<file path="src/hdl/sapa_pkg.sv">
`timescale 1ns / 1ps
`default_nettype none

package sapa_pkg;

   // Stream word as carried on the input channel.
   localparam int FIELD_BITS = 32;
   // Number of low bits of each stream word that take part in the product.
   localparam int WORD_BITS = 32;
   localparam int USE_BITS = (WORD_BITS < FIELD_BITS) ? WORD_BITS : FIELD_BITS;
   localparam int POP_W = $clog2(USE_BITS + 1);

   localparam int COUNT_W = 12;
   localparam int TOTAL_W = 20;
   localparam int CFG_DATA_W = 12;
   localparam int CSR_INDEX_W = 1;

   localparam logic [COUNT_W-1:0] COUNT_MAX = {COUNT_W{1'b1}};
   localparam logic [TOTAL_W-1:0] TOTAL_MAX = 20'd524288;

   // Configuration register indexes.
   localparam logic [CSR_INDEX_W-1:0] CSR_THRESHOLD_MODE = 1'd0;
   localparam logic [CSR_INDEX_W-1:0] CSR_BIN_LIMIT = 1'd1;

   // Number of ones among the bits of a word that take part.
   function automatic logic [POP_W-1:0] popcount(input logic [FIELD_BITS-1:0] w);
      logic [POP_W-1:0] n;
      n = '0;
      for (int i = 0; i < USE_BITS; i++) begin
         n = n + {{(POP_W-1){1'b0}}, w[i]};
      end
      return n;
   endfunction

endpackage

`default_nettype wire

</file>
<file path="src/hdl/sapa_req_if.sv">
`timescale 1ns / 1ps
`default_nettype none

interface sapa_req_if;
   logic                             valid;
   logic                             ready;
   logic [sapa_pkg::FIELD_BITS-1:0]  act_word;
   logic [sapa_pkg::FIELD_BITS-1:0]  pos_weight_word;
   logic [sapa_pkg::FIELD_BITS-1:0]  neg_weight_word;
   logic                             last_pack;
   logic                             last_bit;

   modport source (
      output valid, act_word, pos_weight_word, neg_weight_word, last_pack, last_bit,
      input  ready
   );
   modport sink (
      input  valid, act_word, pos_weight_word, neg_weight_word, last_pack, last_bit,
      output ready
   );
endinterface

`default_nettype wire

</file>
<file path="src/hdl/sapa_rsp_if.sv">
`timescale 1ns / 1ps
`default_nettype none

interface sapa_rsp_if;
   logic                          valid;
   logic                          ready;
   logic [sapa_pkg::TOTAL_W-1:0]  pos_total;
   logic [sapa_pkg::TOTAL_W-1:0]  neg_total;

   modport source (
      output valid, pos_total, neg_total,
      input  ready
   );
   modport sink (
      input  valid, pos_total, neg_total,
      output ready
   );
endinterface

`default_nettype wire

</file>
<file path="src/hdl/stochastic_and_popcount_accumulator_top.sv">
`timescale 1ns / 1ps
`default_nettype none

// A transaction is first registered in the input stage; from there it updates the counts
// and totals, and when it closes the last bit step its result is loaded into the
// result register and offered on rsp_bus. Throughput: one transaction per cycle, except
// that a result waiting on an occupied, untaken result register stalls the input.
// Reset (synchronous, active high) clears all counts, totals and valid flags and sets
// saturate mode with a bin limit of one.
module stochastic_and_popcount_accumulator_top (
   input  wire logic                              clock,
   input  wire logic                              reset,
   sapa_req_if.sink                               req_bus,
   sapa_rsp_if.source                             rsp_bus,
   input  wire logic                              csr_we,
   input  wire logic [sapa_pkg::CSR_INDEX_W-1:0]  csr_index,
   input  wire logic [sapa_pkg::CFG_DATA_W-1:0]   csr_wdata
);

   // Configuration registers.
   logic                           mode_ff;
   logic [sapa_pkg::COUNT_W-1:0]   limit_ff;

   // Input register stage.
   logic                              s1_vld_ff, s1_vld_in;
   logic [sapa_pkg::FIELD_BITS-1:0]   s1_act_ff, s1_pw_ff, s1_nw_ff;
   logic                              s1_last_pack_ff, s1_last_bit_ff;

   // Accumulation state.
   logic [sapa_pkg::COUNT_W-1:0]   pos_count_ff, pos_count_in;
   logic [sapa_pkg::COUNT_W-1:0]   neg_count_ff, neg_count_in;
   logic [sapa_pkg::TOTAL_W-1:0]   pos_accum_ff, pos_accum_in;
   logic [sapa_pkg::TOTAL_W-1:0]   neg_accum_ff, neg_accum_in;

   // Result register.
   logic                           out_vld_ff, out_vld_in;
   logic [sapa_pkg::TOTAL_W-1:0]   out_pos_ff, out_neg_ff;

   logic                           req_take;
   logic                           s1_emit;
   logic                           s1_adv;
   logic [sapa_pkg::COUNT_W-1:0]   pos_cnt_new, neg_cnt_new;
   logic [sapa_pkg::TOTAL_W-1:0]   pos_acc_new, neg_acc_new;

   // ------------------------------------------------------------------
   // Configuration writes, only while the block is idle (a user rule, unenforced).
   // ------------------------------------------------------------------
   always_ff @(posedge clock) begin
      if (reset) begin
         mode_ff  <= 1'b0;
         limit_ff <= sapa_pkg::COUNT_W'(1);
      end else if (csr_we) begin
         case (csr_index)
            sapa_pkg::CSR_THRESHOLD_MODE: begin
               mode_ff <= csr_wdata[0];
            end
            sapa_pkg::CSR_BIN_LIMIT: begin
               limit_ff <= csr_wdata[sapa_pkg::COUNT_W-1:0];
            end
            default: begin
            end
         endcase
      end
   end

   // ------------------------------------------------------------------
   // Flow control. The staged transaction only waits when it carries a
   // result and the result register is still occupied by one that the
   // consumer has not taken. Transactions that close nothing never wait.
   // ------------------------------------------------------------------
   assign s1_emit       = s1_last_pack_ff & s1_last_bit_ff;
   assign s1_adv        = s1_vld_ff & ~(s1_emit & out_vld_ff & ~rsp_bus.ready);
   assign req_bus.ready = ~s1_vld_ff | s1_adv;
   assign req_take      = req_bus.valid & req_bus.ready;

   always_comb begin
      s1_vld_in = s1_vld_ff;
      if (req_take) begin
         s1_vld_in = 1'b1;
      end else if (s1_adv) begin
         s1_vld_in = 1'b0;
      end
   end

   always_ff @(posedge clock) begin
      if (reset) begin
         s1_vld_ff <= 1'b0;
      end else begin
         s1_vld_ff <= s1_vld_in;
      end
   end

   always_ff @(posedge clock) begin
      if (req_take) begin
         s1_act_ff       <= req_bus.act_word;
         s1_pw_ff        <= req_bus.pos_weight_word;
         s1_nw_ff        <= req_bus.neg_weight_word;
         s1_last_pack_ff <= req_bus.last_pack;
         s1_last_bit_ff  <= req_bus.last_bit;
      end
   end

   // ------------------------------------------------------------------
   // Datapath: AND and popcount, saturating partial count, binning and
   // saturating total, all in the single stage after the input register.
   // ------------------------------------------------------------------
   function automatic logic [sapa_pkg::COUNT_W-1:0] count_add(
      input logic [sapa_pkg::COUNT_W-1:0] c,
      input logic [sapa_pkg::POP_W-1:0]   p
   );
      logic [sapa_pkg::COUNT_W:0] s;
      s = {1'b0, c} + (sapa_pkg::COUNT_W + 1)'(p);
      return s[sapa_pkg::COUNT_W] ? sapa_pkg::COUNT_MAX : s[sapa_pkg::COUNT_W-1:0];
   endfunction

   // Saturate mode clamps the count to the limit; threshold mode gives one
   // when the count reaches the limit and zero otherwise.
   function automatic logic [sapa_pkg::COUNT_W-1:0] bin_value(
      input logic [sapa_pkg::COUNT_W-1:0] c,
      input logic                         thr,
      input logic [sapa_pkg::COUNT_W-1:0] lim
   );
      logic [sapa_pkg::COUNT_W-1:0] r;
      if (thr) begin
         r = (c >= lim) ? sapa_pkg::COUNT_W'(1) : '0;
      end else begin
         r = (c < lim) ? c : lim;
      end
      return r;
   endfunction

   function automatic logic [sapa_pkg::TOTAL_W-1:0] total_add(
      input logic [sapa_pkg::TOTAL_W-1:0] t,
      input logic [sapa_pkg::COUNT_W-1:0] b
   );
      logic [sapa_pkg::TOTAL_W:0] s;
      s = {1'b0, t} + (sapa_pkg::TOTAL_W + 1)'(b);
      return (s > {1'b0, sapa_pkg::TOTAL_MAX}) ? sapa_pkg::TOTAL_MAX
                                              : s[sapa_pkg::TOTAL_W-1:0];
   endfunction

   assign pos_cnt_new = count_add(pos_count_ff, sapa_pkg::popcount(s1_act_ff & s1_pw_ff));
   assign neg_cnt_new = count_add(neg_count_ff, sapa_pkg::popcount(s1_act_ff & s1_nw_ff));
   assign pos_acc_new = total_add(pos_accum_ff, bin_value(pos_cnt_new, mode_ff, limit_ff));
   assign neg_acc_new = total_add(neg_accum_ff, bin_value(neg_cnt_new, mode_ff, limit_ff));

   always_comb begin
      pos_count_in = pos_count_ff;
      neg_count_in = neg_count_ff;
      pos_accum_in = pos_accum_ff;
      neg_accum_in = neg_accum_ff;
      if (s1_adv) begin
         if (!s1_last_pack_ff) begin
            pos_count_in = pos_cnt_new;
            neg_count_in = neg_cnt_new;
         end else begin
            // End of a bit step: fold the binned counts into the totals,
            // and start over once the last bit step has been emitted.
            pos_count_in = '0;
            neg_count_in = '0;
            if (s1_last_bit_ff) begin
               pos_accum_in = '0;
               neg_accum_in = '0;
            end else begin
               pos_accum_in = pos_acc_new;
               neg_accum_in = neg_acc_new;
            end
         end
      end
   end

   always_ff @(posedge clock) begin
      if (reset) begin
         pos_count_ff <= '0;
         neg_count_ff <= '0;
         pos_accum_ff <= '0;
         neg_accum_ff <= '0;
      end else begin
         pos_count_ff <= pos_count_in;
         neg_count_ff <= neg_count_in;
         pos_accum_ff <= pos_accum_in;
         neg_accum_ff <= neg_accum_in;
      end
   end

   // ------------------------------------------------------------------
   // Result register. It holds a finished result while the next transactions
   // that close nothing keep flowing through the input stage.
   // ------------------------------------------------------------------
   always_comb begin
      out_vld_in = out_vld_ff & ~rsp_bus.ready;
      if (s1_adv && s1_emit) begin
         out_vld_in = 1'b1;
      end
   end

   always_ff @(posedge clock) begin
      if (reset) begin
         out_vld_ff <= 1'b0;
      end else begin
         out_vld_ff <= out_vld_in;
      end
   end

   always_ff @(posedge clock) begin
      if (s1_adv && s1_emit) begin
         out_pos_ff <= pos_acc_new;
         out_neg_ff <= neg_acc_new;
      end
   end

   assign rsp_bus.valid     = out_vld_ff;
   assign rsp_bus.pos_total = out_pos_ff;
   assign rsp_bus.neg_total = out_neg_ff;

   // ------------------------------------------------------------------
   // Assertions
   // ------------------------------------------------------------------

   // Input backpressure only arises from a result waiting behind a full
   // result register.
   a_stall_cause: assert property (@(posedge clock) disable iff (reset)
      !req_bus.ready |-> (s1_vld_ff && s1_emit && out_vld_ff && !rsp_bus.ready))
      else $error("input stalled without a blocked result");

   // Closing a bit step clears both partial counts.
   a_count_clear: assert property (@(posedge clock) disable iff (reset)
      (s1_adv && s1_last_pack_ff) |=> (pos_count_ff == '0 && neg_count_ff == '0))
      else $error("partial counts not cleared at end of bit step");

   // Running totals never pass their saturation point.
   a_total_range: assert property (@(posedge clock) disable iff (reset)
      (pos_accum_ff <= sapa_pkg::TOTAL_MAX) && (neg_accum_ff <= sapa_pkg::TOTAL_MAX))
      else $error("running total above saturation limit");

   // Emitting a result restarts the totals from zero.
   a_emit_clear: assert property (@(posedge clock) disable iff (reset)
      (s1_adv && s1_emit) |=> (pos_accum_ff == '0 && neg_accum_ff == '0 && out_vld_ff))
      else $error("totals not cleared or result not loaded on emit");

endmodule

`default_nettype wire

</file>
<file path="src/flat_wrapper.sv">
// flat-port wrapper written by rule: the top's interface ports become plain ports
module stochastic_and_popcount_accumulator_top_flat 
  (clock, reset, csr_we, csr_index, csr_wdata, req_bus_valid, req_bus_act_word, req_bus_pos_weight_word, req_bus_neg_weight_word, req_bus_last_pack, req_bus_last_bit, req_bus_ready, rsp_bus_valid, rsp_bus_pos_total, rsp_bus_neg_total, rsp_bus_ready);
  sapa_req_if req_bus_i ();
  sapa_rsp_if rsp_bus_i ();
  input  wire logic clock;
  input  wire logic reset;
  input  wire logic csr_we;
  input  wire logic [sapa_pkg::CSR_INDEX_W-1:0] csr_index;
  input  wire logic [sapa_pkg::CFG_DATA_W-1:0] csr_wdata;
  input wire logic [$bits(req_bus_i.valid)-1:0] req_bus_valid;
  input wire logic [$bits(req_bus_i.act_word)-1:0] req_bus_act_word;
  input wire logic [$bits(req_bus_i.pos_weight_word)-1:0] req_bus_pos_weight_word;
  input wire logic [$bits(req_bus_i.neg_weight_word)-1:0] req_bus_neg_weight_word;
  input wire logic [$bits(req_bus_i.last_pack)-1:0] req_bus_last_pack;
  input wire logic [$bits(req_bus_i.last_bit)-1:0] req_bus_last_bit;
  output wire logic [$bits(req_bus_i.ready)-1:0] req_bus_ready;
  output wire logic [$bits(rsp_bus_i.valid)-1:0] rsp_bus_valid;
  output wire logic [$bits(rsp_bus_i.pos_total)-1:0] rsp_bus_pos_total;
  output wire logic [$bits(rsp_bus_i.neg_total)-1:0] rsp_bus_neg_total;
  input wire logic [$bits(rsp_bus_i.ready)-1:0] rsp_bus_ready;
  assign req_bus_i.valid = req_bus_valid;
  assign req_bus_i.act_word = req_bus_act_word;
  assign req_bus_i.pos_weight_word = req_bus_pos_weight_word;
  assign req_bus_i.neg_weight_word = req_bus_neg_weight_word;
  assign req_bus_i.last_pack = req_bus_last_pack;
  assign req_bus_i.last_bit = req_bus_last_bit;
  assign req_bus_ready = req_bus_i.ready;
  assign rsp_bus_valid = rsp_bus_i.valid;
  assign rsp_bus_pos_total = rsp_bus_i.pos_total;
  assign rsp_bus_neg_total = rsp_bus_i.neg_total;
  assign rsp_bus_i.ready = rsp_bus_ready;
  stochastic_and_popcount_accumulator_top u_core (.clock(clock), .reset(reset), .req_bus(req_bus_i), .rsp_bus(rsp_bus_i), .csr_we(csr_we), .csr_index(csr_index), .csr_wdata(csr_wdata));
endmodule
</file>
<file path="config.mk">
export PLATFORM = sky130hd
export DESIGN_NAME = stochastic_and_popcount_accumulator_top_flat
export DESIGN_NICKNAME = d
export VERILOG_FILES = /design/src/hdl/sapa_pkg.sv /design/src/hdl/sapa_req_if.sv /design/src/hdl/sapa_rsp_if.sv /design/src/hdl/stochastic_and_popcount_accumulator_top.sv /design/src/flat_wrapper.sv
export SDC_FILE = /design/constraint.sdc
export NUM_CORES = 1
export LEC_CHECK = 0
export BUFFER_PORTS_ARGS = -buffer_cell sky130_fd_sc_hd__buf_2
export CORE_AREA = 2 2 171 173
export DETAILED_ROUTE_END_ITERATION = 10
export DIE_AREA = 0 0 173 175
export SETUP_SLACK_MARGIN = 0.5
export SKIP_LAST_GASP = 1
export SLEW_MARGIN = 20
export SYNTH_ARGS = -nofsm -noshare
export SYNTH_HDL_FRONTEND = slang
export SYNTH_SLANG_ARGS = --single-unit
</file>
<file path="constraint.sdc">
create_clock -name clock -period 15.41 [get_ports clock]
set_clock_uncertainty 0.1 [all_clocks]
set_input_delay 2.3115 -clock clock [delete_from_list [all_inputs] [get_ports clock]]
set_output_delay 2.3115 -clock clock [all_outputs]
set_load 0.01 [all_outputs]
</file>
Yosys cells after proc, flatten, opt, wreduce, memory -nomap -nowiden
Cells that the tools add are included. W data, S select, Z words.

Bits of input ports: 116. Output and inout bits: 42. Word-level logic and storage cells: 122. Flip-flop bits (word level): 217.

Bitwise operators: 13. Order comparisons: 6. $add $sub $neg: 66. Reductions and logical operators: 5. Mux-type cells: 17.

Operators with widths (count): $add A6 B1 Y6 (60); $mux W12 (8); $mux W20 (4); $and A32 B32 Y32 (2); $add A20 B12 Y21 (2); $gt A21 B20 Y1 const B (2); $add A12 B6 Y13 (2); $ge A12 B12 Y1 (2); $lt A12 B12 Y1 (2); $and A1 B1 Y1 (6); $reduce_and A2 Y1 (3); $mux W1 (5); $add A1 B1 Y2 (2); $not A1 Y1 (4); $reduce_bool A2 Y1 (1); $logic_and A1 B1 Y1 (1); $or A1 B1 Y1 (1).

Logic depth before layout (Yosys ltp)
Gate-level depths: netlist of the first run.

Depth in word-level cells: 41. Depth in mapped cells: 51. Depth with buffers taken out: 48.

Least setup slack after synthesis of the first run
No wires, ideal clock.

Kind: register to register. From: reg u_core.s1_act_ff[0] (netlist name). To: reg u_core.neg_accum_ff[11] (netlist name). Data arrival time: 10.718 ns. Path slack: 4.507 ns. Data required time: 15.225 ns. Cell stages (with the launch flop): 47. Setup time: 0.085 ns. Path buffers: 3. Period minus slack after synthesis: 10.903 ns. Cell sequence: edfxtp_1 and2_1 ha_1 inv_1 fa_1 fa_1 fa_1 fa_1 fa_1 inv_1 fa_1 fa_1 inv_1 fa_1 inv_1 fa_1 a21o_1 a21oi_1 [... 11 more ...] a211oi_1 o21ai_1 clkbuf_1 o21ai_0 o21ai_0 ha_1 inv_1 fa_1 nor2b_1 o31a_1 o21a_1 nor2_1 a311oi_2 nand3_1 nor4_2 a31oi_2 buf_6 o31ai_2.

Word-level cells in the longest chain between the ends: 41. Elaborated cells between the ends (all ways): 43. Classes of those cells: add/sub (33); order compare (3); mux (6); bitwise (1).

RTL lines: start, declared (line stochastic_and_popcount_accumulator_top.sv:26) `logic [sapa_pkg::FIELD_BITS-1:0] s1_act_ff, s1_pw_ff, s1_nw_ff;`; start signal, assigned (line stochastic_and_popcount_accumulator_top.sv:95) `s1_act_ff <= req_bus.act_word;`; $and A32 B32 Y32 (*) (line stochastic_and_popcount_accumulator_top.sv:143) `assign neg_cnt_new = count_add(neg_count_ff, sapa_pkg::popcount(s1_act_ff & s1_nw_ff));`; $add A1 B1 Y2 (*) (line sapa_pkg.sv:30) `n = n + {{(POP_W-1){1'b0}}, w[i]};`; $add A6 B1 Y6 (*) (30 in a row) (line sapa_pkg.sv:30); $add A12 B6 Y13 (*) (line stochastic_and_popcount_accumulator_top.sv:112) `s = {1'b0, c} + (sapa_pkg::COUNT_W + 1)'(p);`; $mux W12 (*) (line stochastic_and_popcount_accumulator_top.sv:113) `return s[sapa_pkg::COUNT_W] ? sapa_pkg::COUNT_MAX : s[sapa_pkg::COUNT_W-1:0];`; $lt A12 B12 Y1 / $ge A12 B12 Y1 (equally long branches) (line stochastic_and_popcount_accumulator_top.sv:127, stochastic_and_popcount_accumulator_top.sv:125); $mux W12 / $mux W1 (equally long branches) (line stochastic_and_popcount_accumulator_top.sv:127, stochastic_and_popcount_accumulator_top.sv:125); $mux W12 (*) (line stochastic_and_popcount_accumulator_top.sv:124) `if (thr) begin`; $add A20 B12 Y21 (*) (line stochastic_and_popcount_accumulator_top.sv:137) `s = {1'b0, t} + (sapa_pkg::TOTAL_W + 1)'(b);`; $gt A21 B20 Y1 (line stochastic_and_popcount_accumulator_top.sv:138) `return (s > {1'b0, sapa_pkg::TOTAL_MAX}) ? sapa_pkg::TOTAL_MAX`; $mux W20 (*) (line stochastic_and_popcount_accumulator_top.sv:138); $mux W20 (*) (line stochastic_and_popcount_accumulator_top.sv:161) `if (s1_last_bit_ff) begin`; end signal, assigned (line stochastic_and_popcount_accumulator_top.sv:182) `neg_accum_ff <= neg_accum_in;`; end, declared (line stochastic_and_popcount_accumulator_top.sv:33) `logic [sapa_pkg::TOTAL_W-1:0] neg_accum_ff, neg_accum_in;`.

Mark *: on every way between the ends. The rest lies on a longest branch, timed or not. A chain may end at the register's enable or synchronous reset.

Worst setup path in the final report of the first run
From: reg u_core.s1_nw_ff[1] (netlist name). To: reg u_core.neg_accum_ff[1] (netlist name).

Word-level cells in the longest chain between the ends: 41. Elaborated cells between the ends (all ways): 43. Classes of those cells: add/sub (33); order compare (3); mux (6); bitwise (1).

RTL lines: start, declared (line stochastic_and_popcount_accumulator_top.sv:26); start signal, assigned (line stochastic_and_popcount_accumulator_top.sv:97) `s1_nw_ff <= req_bus.neg_weight_word;`; $and A32 B32 Y32 (*) (line stochastic_and_popcount_accumulator_top.sv:143); $add A1 B1 Y2 (*) (line sapa_pkg.sv:30); $add A6 B1 Y6 (*) (30 in a row) (line sapa_pkg.sv:30); $add A12 B6 Y13 (*) (line stochastic_and_popcount_accumulator_top.sv:112); $mux W12 (*) (line stochastic_and_popcount_accumulator_top.sv:113); $lt A12 B12 Y1 / $ge A12 B12 Y1 (equally long branches) (line stochastic_and_popcount_accumulator_top.sv:127, stochastic_and_popcount_accumulator_top.sv:125); $mux W12 / $mux W1 (equally long branches) (line stochastic_and_popcount_accumulator_top.sv:127, stochastic_and_popcount_accumulator_top.sv:125); $mux W12 (*) (line stochastic_and_popcount_accumulator_top.sv:124); $add A20 B12 Y21 (*) (line stochastic_and_popcount_accumulator_top.sv:137); $gt A21 B20 Y1 (line stochastic_and_popcount_accumulator_top.sv:138); $mux W20 (*) (line stochastic_and_popcount_accumulator_top.sv:138); $mux W20 (*) (line stochastic_and_popcount_accumulator_top.sv:161).

Marked as above.

==> results of run 1 <==
==> logic make-up (layout without fill, tap and decap cells) <==
kind of cell | Yosys count | after routing | synth area share (%)
AND/OR/NAND/NOR | 410 | 410 | 15.6
AO/OA/AOI/OAI | 262 | 262 | 14.3
flip-flops | 217 | 217 | 45.2
buffers and inverters | 150 | 319 | 4.63
adder cells (fa/ha/maj) | 128 | 128 | 15.7
XOR/XNOR | 41 | 41 | 2.83
multiplexers | 21 | 21 | 1.72
==> synthesized netlist by cell type (27+ instances only) <==
| cell | count |
|---|---|
| edfxtp_1 | 138 |
| nand2_1 | 126 |
| nor2_1 | 111 |
| inv_1 | 103 |
| dfxtp_1 | 79 |
| ha_1 | 76 |
| a21oi_1 | 74 |
| fa_1 | 52 |
| and2_1 | 41 |
| clkbuf_1 | 34 |
| o21ai_0 | 30 |
| a22oi_1 | 27 |
==> critical path: cells and delay by family (launching register included) <==
kind                     cells  cell delay [ns]
multiplexers                 2             0.38
buffers and inverters        8             0.94
flip-flops                   1             0.37
adder cells (fa/ha/maj)     13             5.54
AO/OA/AOI/OAI               12             2.77
AND/OR/NAND/NOR             10             2.02
==> how the worst max path moves through the flow <==
| stage | start | to | slack (ns) | depth (start not counted) |
|---|---|---|---|---|
| floorplan | u_core.s1_act_ff[0]$_DFFE_PP_ | u_core.neg_accum_ff[11]$_SDFFE_PP0P_ | 4.51 | 46 |
| global route | u_core.s1_nw_ff[1]$_DFFE_PP_ | u_core.neg_accum_ff[7]$_SDFFE_PP0P_ | 2.40 | 45 |
| global placement | u_core.s1_nw_ff[0]$_DFFE_PP_ | u_core.neg_accum_ff[1]$_SDFFE_PP0P_ | 3.26 | 45 |
| detailed placement | u_core.s1_nw_ff[1]$_DFFE_PP_ | u_core.neg_accum_ff[7]$_SDFFE_PP0P_ | 3.20 | 45 |
| CTS | u_core.s1_nw_ff[1]$_DFFE_PP_ | u_core.neg_accum_ff[1]$_SDFFE_PP0P_ | 3.18 | 45 |
| finish | u_core.s1_nw_ff[1]$_DFFE_PP_ | u_core.neg_accum_ff[1]$_SDFFE_PP0P_ | 3.20 | 45 |
==> final cells by class <==
| type | count | area share, % |
|---|---|---|
| well taps | 384 | 3.26 |
| flip-flops and latches | 217 | 38.8 |
| repair buffers | 170 | 6.07 |
| clock inverters | 17 | 1.62 |
| clock buffers | 28 | 4.39 |
| multi-input cells | 862 | 43.2 |
| inverters | 104 | 2.65 |
==> sequential cells by signal, summed over array words and instances (netlist names) <==
name / cells
u_core.limit_ff: 12
u_core.mode_ff: 1
u_core.neg_accum_ff: 20
u_core.neg_count_ff: 12
u_core.pos_accum_ff: 20
u_core.pos_count_ff: 12
u_core.rsp_bus.neg_total: 20
u_core.rsp_bus.pos_total: 20
u_core.rsp_bus.valid: 1
u_core.s1_act_ff: 32
u_core.s1_last_bit_ff: 1
u_core.s1_last_pack_ff: 1
u_core.s1_nw_ff: 32
u_core.s1_pw_ff: 32
u_core.s1_vld_ff: 1
==> per-layer routing <==
| layer | GRT usage (%) | part of all wire (%) | vias to the layer above |
|---|---|---|---|
| met2 | 32.8 | 48 | 247 |
| li1 | - | - | 4658 |
| met4 | 7.03 | 3.5 | 0 |
| met1 | 23.7 | 43 | 4375 |
| met3 | 2.92 | 4.6 | 60 |
| met5 | 0 | 0 | - |
==> through the flow <==
stage               instance area [sq um]  std cells  utilization, %  hold WS, ns
CTS                                 14700       1781            51.9        0.360
global route                        14700       1782            51.9        0.385
finish                              14700       1782            51.9        0.356
detailed placement                  13800       1736            48.8        0.351
global placement                    13800       1736            48.8        0.346
floorplan                           12700       1229               -        0.332
==> reports/metrics.cfg, run 1 <==
[critical_path]
arrival_ns = 12.56
r2r_slack_ns = 3.20
r2r_end = u_core.neg_accum_ff[1]$_SDFFE_PP0P_
cp_common_cell = fa_1
reg2regPathDepth = 45
path_max_fanout = 23
timing.rr.start = u_core.s1_nw_ff[1]$_DFFE_PP_
startpoint_type = flip-flop
cpMaxStageDelayCell = fa_1
worstSetupPathType = reg2reg
crit_path_end_kind = flip-flop
critPathRequiredTime_ns = 15.76
cp_slowest_stage_delay_ns = 0.56

[timing]
fin_ws_ns = 3.20
tns_ns = 0
hold_viol = 0
rsz0062_at_grt = no
relSlewSlack_pct = 38.3
min_period_ns = 12.21
fmax_mhz = 81.9
post-route-period-util_pct = 79.2
setup_violations = 0
tightest_slew_ns = 0.925
final-max-slew-violation-count = 0

[route]
vias = 9340
routed_wl_mm = 28.1
drc = 0
wl_per_cell_microns = 15.8
drt_iter0_markers = 492
postRouteAntennaNets = 0
viasPerCell = 5.24
drtPass1Iterations = 5

[yosys]
yosysUniqueCellTypes = 75
async_reset_ff_share_pct = 0
ys_top_cells_by_area = edfxtp_1 (33%), dfxtp_1 (12%), fa_1 (8.2%)
syn_inst = 1229
avgSynthCellArea_sq_um = 10.3
synthFlopType = edfxtp_1
synth_edf_count = 138
yosys_warnings = 0
synth_nets = 1473
synth_top_cell_by_area = edfxtp_1
seq_area_frac_synth_pct = 45.2
yosysTopAreaCellShare_pct = 32.7
syn_area_sq_um = 12700
synth_seq_cells = 217

[die]
ios = 158
core_sq_um = 28400
dieArea_sq_um = 30300
rows = 62
die_width_microns = 173
fp.dieH_microns = 175
start_util_pct = 44.6

[flow_run]
cap_violations = 0

[global_routing]
overflow = 0
grt_pass1_vias = 9397
grt_pass1_wl_mm = 46.4
grt_start_max_net_pins = 78
grt_usage_pct = 18.8
antenna_found_initial = 0

[run_status]
status = completed

[clocking]
clock_latency_ns = 0.54
cts_root_buf = clkbuf_16
clk_path_buf_depth = 3
cts_tree = built
cts_hold_buf = 0
cts_buffers = 25
cts-htree-levels = 1
cts.repair.resized = 0
clkTransAtPathRegs_ns = 0.06
postCtsSetupBuffers = 0
cts_sinks = 217

[finish]
final_common_cell = buf_2
fillers = 2642
multi_input_area_sq_um = 6370
final-seq-area_sq_um = 5730
final_nets = 1624
layout_common_cells = buf_2 (157), edfxtp_1 (138), nand2_1 (126)
drive_gt1_share_pct = 17.2
antenna_cells = 0
area_growth_pct = 16.4

[place]
io_buffers = 157
hpwlAfterDp_mm = 21.4
place_ws_ns = 3.20
gp_congestion = 0.889

[min_path]
holdPathEnd = u_core.limit_ff[2]$_SDFFE_PP0P_
hold_class = reg2reg
whs_path_depth = 2
worstHoldStart = u_core.limit_ff[2]$_SDFFE_PP0P_

Power of run 1 is not shown: default switching activity piles up to over one toggle a cycle in this logic, so the estimate is an artifact.
==> inputs of run 2 (changes only) <==
Settings changed: PLACE_DENSITY set to 0.66.
Clock period 15.41 ns to 10.6 ns, I/O delays scaled along.
==> run 2 against run 1 <==
Effect of this change: utilization up 7.3 points; critical path depth down 2; final cell count up 8.0%; wire length up 10%; first-iteration DRC count up 12%; via count up 8.9%.
==> reports/metrics.cfg, run 2 (synthesis results as in run 1) <==
[global_routing]
grt_usage_pct = 19.6
grt_pass1_wl_mm = 48.3
overflow = 0
antenna_found_initial = 0
grt_pass1_vias = 9681
grt_start_max_net_pins = 67

[place]
place_area_sq_um = 14400
gp_congestion = 0.890
io_buffers = 157
hpwlAfterDp_mm = 21.6
place_ws_ns = -0.0542

[timing]
setup_violations = 0
rsz0062_at_grt = yes
min_period_ns = 10.44
post-route-period-util_pct = 98.5
hold_viol = 0
fin_ws_ns = 0.159
final-max-slew-violation-count = 0
tightest_slew_ns = 0.913
fmax_mhz = 95.8
relSlewSlack_pct = 39.1

[die]
dieArea_sq_um = 30300
ios = 158
rows = 62
start_util_pct = 44.6
fp.dieH_microns = 175
die_width_microns = 173
core_sq_um = 28400

[min_path]
hold_class = reg2reg
worstHoldStart = u_core.limit_ff[4]$_SDFFE_PP0P_
whs_path_depth = 2

[route]
viasPerCell = 5.29
wl_per_cell_microns = 16.1
routed_wl_mm = 31.0
drc = 0
postRouteAntennaNets = 0
drtPass1Iterations = 6
drt_iter0_markers = 551
vias = 10169

[critical_path]
path_max_fanout = 7
crit_path_start = u_core.s1_act_ff[0]$_DFFE_PP_
crit_path_end_kind = flip-flop
cp_common_cell = fa_1
timing.rr.start = u_core.s1_act_ff[0]$_DFFE_PP_
critPathRequiredTime_ns = 10.93
worstSetupPathType = reg2reg
cpMaxStageDelayCell = fa_1
cp_slowest_stage_delay_ns = 0.55
arrival_ns = 10.77
reg2regPathDepth = 43
startpoint_type = flip-flop

[clocking]
cts_root_buf = clkbuf_16
cts_tree = built
clock_latency_ns = 0.53
cts_hold_buf = 0
cts_buffers = 25
cts-htree-levels = 1
clkTransAtPathRegs_ns = 0.06
clk_path_buf_depth = 3
cts_sinks = 217

[finish]
final_nets = 1765
fillers = 2331
drive_gt1_share_pct = 34.5
top_regs = u_core.s1_act_ff: 32 flops, u_core.s1_nw_ff: 32 flops, u_core.s1_pw_ff: 32 flops
area_growth_pct = 32.9
antenna_cells = 0
final_common_cell = buf_2
layout_common_cells = buf_2 (158), edfxtp_1 (138), buf_4 (126)
stdcell_area_sq_um = 16800

[run_status]
status = completed

[flow_run]
cap_violations = 0

==> run 2: final timing paths <==
path / to / slack (ns)
setup reg to reg: u_core.neg_accum_ff[1]$_SDFFE_PP0P_ / 0.16
hold reg to reg: u_core.limit_ff[4]$_SDFFE_PP0P_ / 0.36
setup / recovery: u_core.neg_accum_ff[1]$_SDFFE_PP0P_ / 0.16
hold / removal: u_core.limit_ff[4]$_SDFFE_PP0P_ / 0.36
==> run 2: critical path: cells and delay by family, from the launching register on <==
kind	cells	cell delay, ns
buf+inv	8	0.79
flops	1	0.37
simple gates	8	1.32
compound gates	15	2.79
fa+ha+maj	12	4.94
==> run 2: what timing repair did <==
item | in CTS | in global routing
pin swaps | 55 | 61
gates resized for setup | 76 | 112
endpoints found under the setup margin | 79 | 80
cloned | 6 | 0
buffers inserted | 58 | 28
==> run 2: area by class of cell <==
| type | instances | area (sq um) | area share, % |
|---|---|---|---|
| clock inverter | 15 | 199 | 1.18 |
| inverter | 104 | 390 | 2.32 |
| sequential | 217 | 5730 | 34.0 |
| clock buffer | 31 | 658 | 3.91 |
| multi-input combinational | 864 | 7310 | 43.4 |
| tap | 384 | 480 | 2.85 |
| timing repair buffer | 309 | 2070 | 12.3 |
==> run 2: layer usage <==
metal,track usage [%],wire length [microns]
met4,7.20,1040
met5,0,0
met3,2.83,1920
met2,33.2,14800
met1,25.6,13200
==> run 2: per-stage QoR <==
step,cells,hold WS (ns),utilization (%),setup TNS (ns)
2_1_floorplan,1229,0.332,-,0
3_3_place_gp,1785,0.345,50.7,0
3_5_place_dp,1785,0.348,50.7,-0.0752
4_1_cts,1895,0.356,56.6,0
5_1_grt,1924,0.376,59.3,-4.90
6_report,1924,0.356,59.3,0
Power of run 2 is left out for the same reason.
==> inputs of run 3 (changes only) <==
Settings changed: BUFFER_PORTS_ARGS -buffer_cell sky130_fd_sc_hd__buf_2 to unset, DONT_BUFFER_PORTS set to 1, PLACE_DENSITY 0.66 to 0.68.
==> run 3 against run 2 <==
Effect of this change: wire length fell by 1.6%; sequential share of layout area rose by 1.9 points; final cell count fell by 9.0%; flip-flop and latch count did not move; first-iteration DRC count rose by 29%; worst hold slack got worse by 0.0031 ns; worst setup slack improved by 0.076 ns; fmax rose by 0.73%; register-to-register slack improved by 0.08 ns; die area did not move; cell area fell by 5.2%; critical path type unchanged; critical endpoint unchanged.
==> reports/metrics.cfg, run 3 (synthesis results as in run 1) <==
[die]
fp.dieH_microns = 175
ios = 158
rows = 62
core_sq_um = 28400
start_util_pct = 44.6
dieArea_sq_um = 30300
die_width_microns = 173

[critical_path]
critPathRequiredTime_ns = 10.94
worstSetupPathType = reg2reg
path_max_fanout = 6
crit_path_end_kind = flip-flop
cp_slowest_stage_delay_ns = 0.53
arrival_ns = 10.70
cp_common_cell = fa_1
startpoint_type = flip-flop
cpMaxStageDelayCell = fa_1

[finish]
top_regs = u_core.s1_act_ff: 32 flops, u_core.s1_nw_ff: 32 flops, u_core.s1_pw_ff: 32 flops
final_common_cell = edfxtp_1
final_nets = 1593
stdcell_area_sq_um = 16000
area_growth_pct = 26.0
layout_common_cells = edfxtp_1 (138), nand2_1 (120), buf_4 (113)
drive_gt1_share_pct = 27.5

[timing]
post-route-period-util_pct = 97.8
rsz0062_at_grt = yes
fin_ws_ns = 0.235
final-max-slew-violation-count = 0
fmax_mhz = 96.5
min_period_ns = 10.37
hold_viol = 0
tightest_slew_ns = 0.966
tns_ns = 0
relSlewSlack_pct = 35.6
setup_violations = 0

[clocking]
cts_root_buf = clkbuf_16
cts-htree-levels = 1
clkTransAtPathRegs_ns = 0.06
clock_latency_ns = 0.55
cts_tree = built
cts_sinks = 217
clk_path_buf_depth = 3
cts_hold_buf = 0
cts_buffers = 24

[global_routing]
grt_use_met2_pct = 32.7
overflow = 0
grt_usage_pct = 19.5
grt_pass1_vias = 9397
grt-busiest-layer = met2
met1_usage_pct = 24.6
grt_pass1_wl_mm = 48.0
gr-usage-met3_pct = 4.57
grt_start_max_net_pins = 84
antenna_found_initial = 2

[place]
hpwlAfterDp_mm = 21.2
place_ws_ns = -0.174
gp_congestion = 0.886
io_buffers = 0
place_area_sq_um = 13500

[route]
drtPass1Iterations = 5
wl_per_cell_microns = 17.4
drc = 0
viasPerCell = 5.46
vias = 9566
drt_iter0_markers = 709
postRouteAntennaNets = 0
routed_wl_mm = 30.5

[run_status]
status = completed

[min_path]
hold_class = reg2reg

[flow_run]
cap_violations = 0

==> run 3: changes by cell type in the layout (fill, tap and decap cells not counted), moves of 7 or more <==
cell     before  now
buf_2       158    1
buf_4       126  113
o21ai_1      19   12
o21ai_2       3   10
==> run 3: worst paths after layout <==
check / start / endpoint / cells past startpoint / slack [ns]
worst min register to register: u_core.limit_ff[5]$_SDFFE_PP0P_ / u_core.limit_ff[5]$_SDFFE_PP0P_ / 2 / 0.35
worst max-delay path: u_core.s1_act_ff[0]$_DFFE_PP_ / u_core.neg_accum_ff[1]$_SDFFE_PP0P_ / 43 / 0.23
worst min-delay path: u_core.limit_ff[5]$_SDFFE_PP0P_ / u_core.limit_ff[5]$_SDFFE_PP0P_ / 2 / 0.35
worst max register to register: u_core.s1_act_ff[0]$_DFFE_PP_ / u_core.neg_accum_ff[1]$_SDFFE_PP0P_ / 43 / 0.23
==> run 3: routing by layer <==
layer | share of wire [%] | vias to the layer above
met2 | 48 | 312
met1 | 41 | 4581
met5 | 0.036 | -
met3 | 6.4 | 77
met4 | 3.6 | 2
li1 | - | 4594
==> run 3: cell type report <==
class	instances	area, sq um
tap	384	480
fill	2405	12400
inverter	104	393
timing repair buffer	139	1230
clock buffer	25	604
multi-input combinational	863	7360
clock inverter	18	158
sequential	217	5730
antenna	1	2.50
==> run 3: what timing repair did <==
item                                    CTS  global route
buffers inserted                         52            26
pin swaps                               105            83
gates resized for setup                 119           101
endpoints found under the setup margin   79            80
gates cloned                              6             2
==> run 3: through the flow <==
stage               util [%]  std cells  hold WS, ns
floorplan                  -       1229        0.332
global placement        47.7       1620        0.341
detailed placement      47.7       1620        0.346
CTS                     53.8       1721        0.355
global route            56.2       1750        0.386
finish                  56.2       1751        0.353
==> run 3: critical path, delay by kind of cell, from the launching register on <==
| kind | cells | cell delay (ns) |
|---|---|---|
| adders and majority gates | 12 | 4.86 |
| AOI/OAI and AO/OA | 15 | 2.92 |
| and+or+nand+nor | 7 | 0.98 |
| buffers and inverters | 8 | 0.78 |
| DFF | 1 | 0.38 |
| muxes | 1 | 0.21 |
Power of run 3 is left out for the same reason.
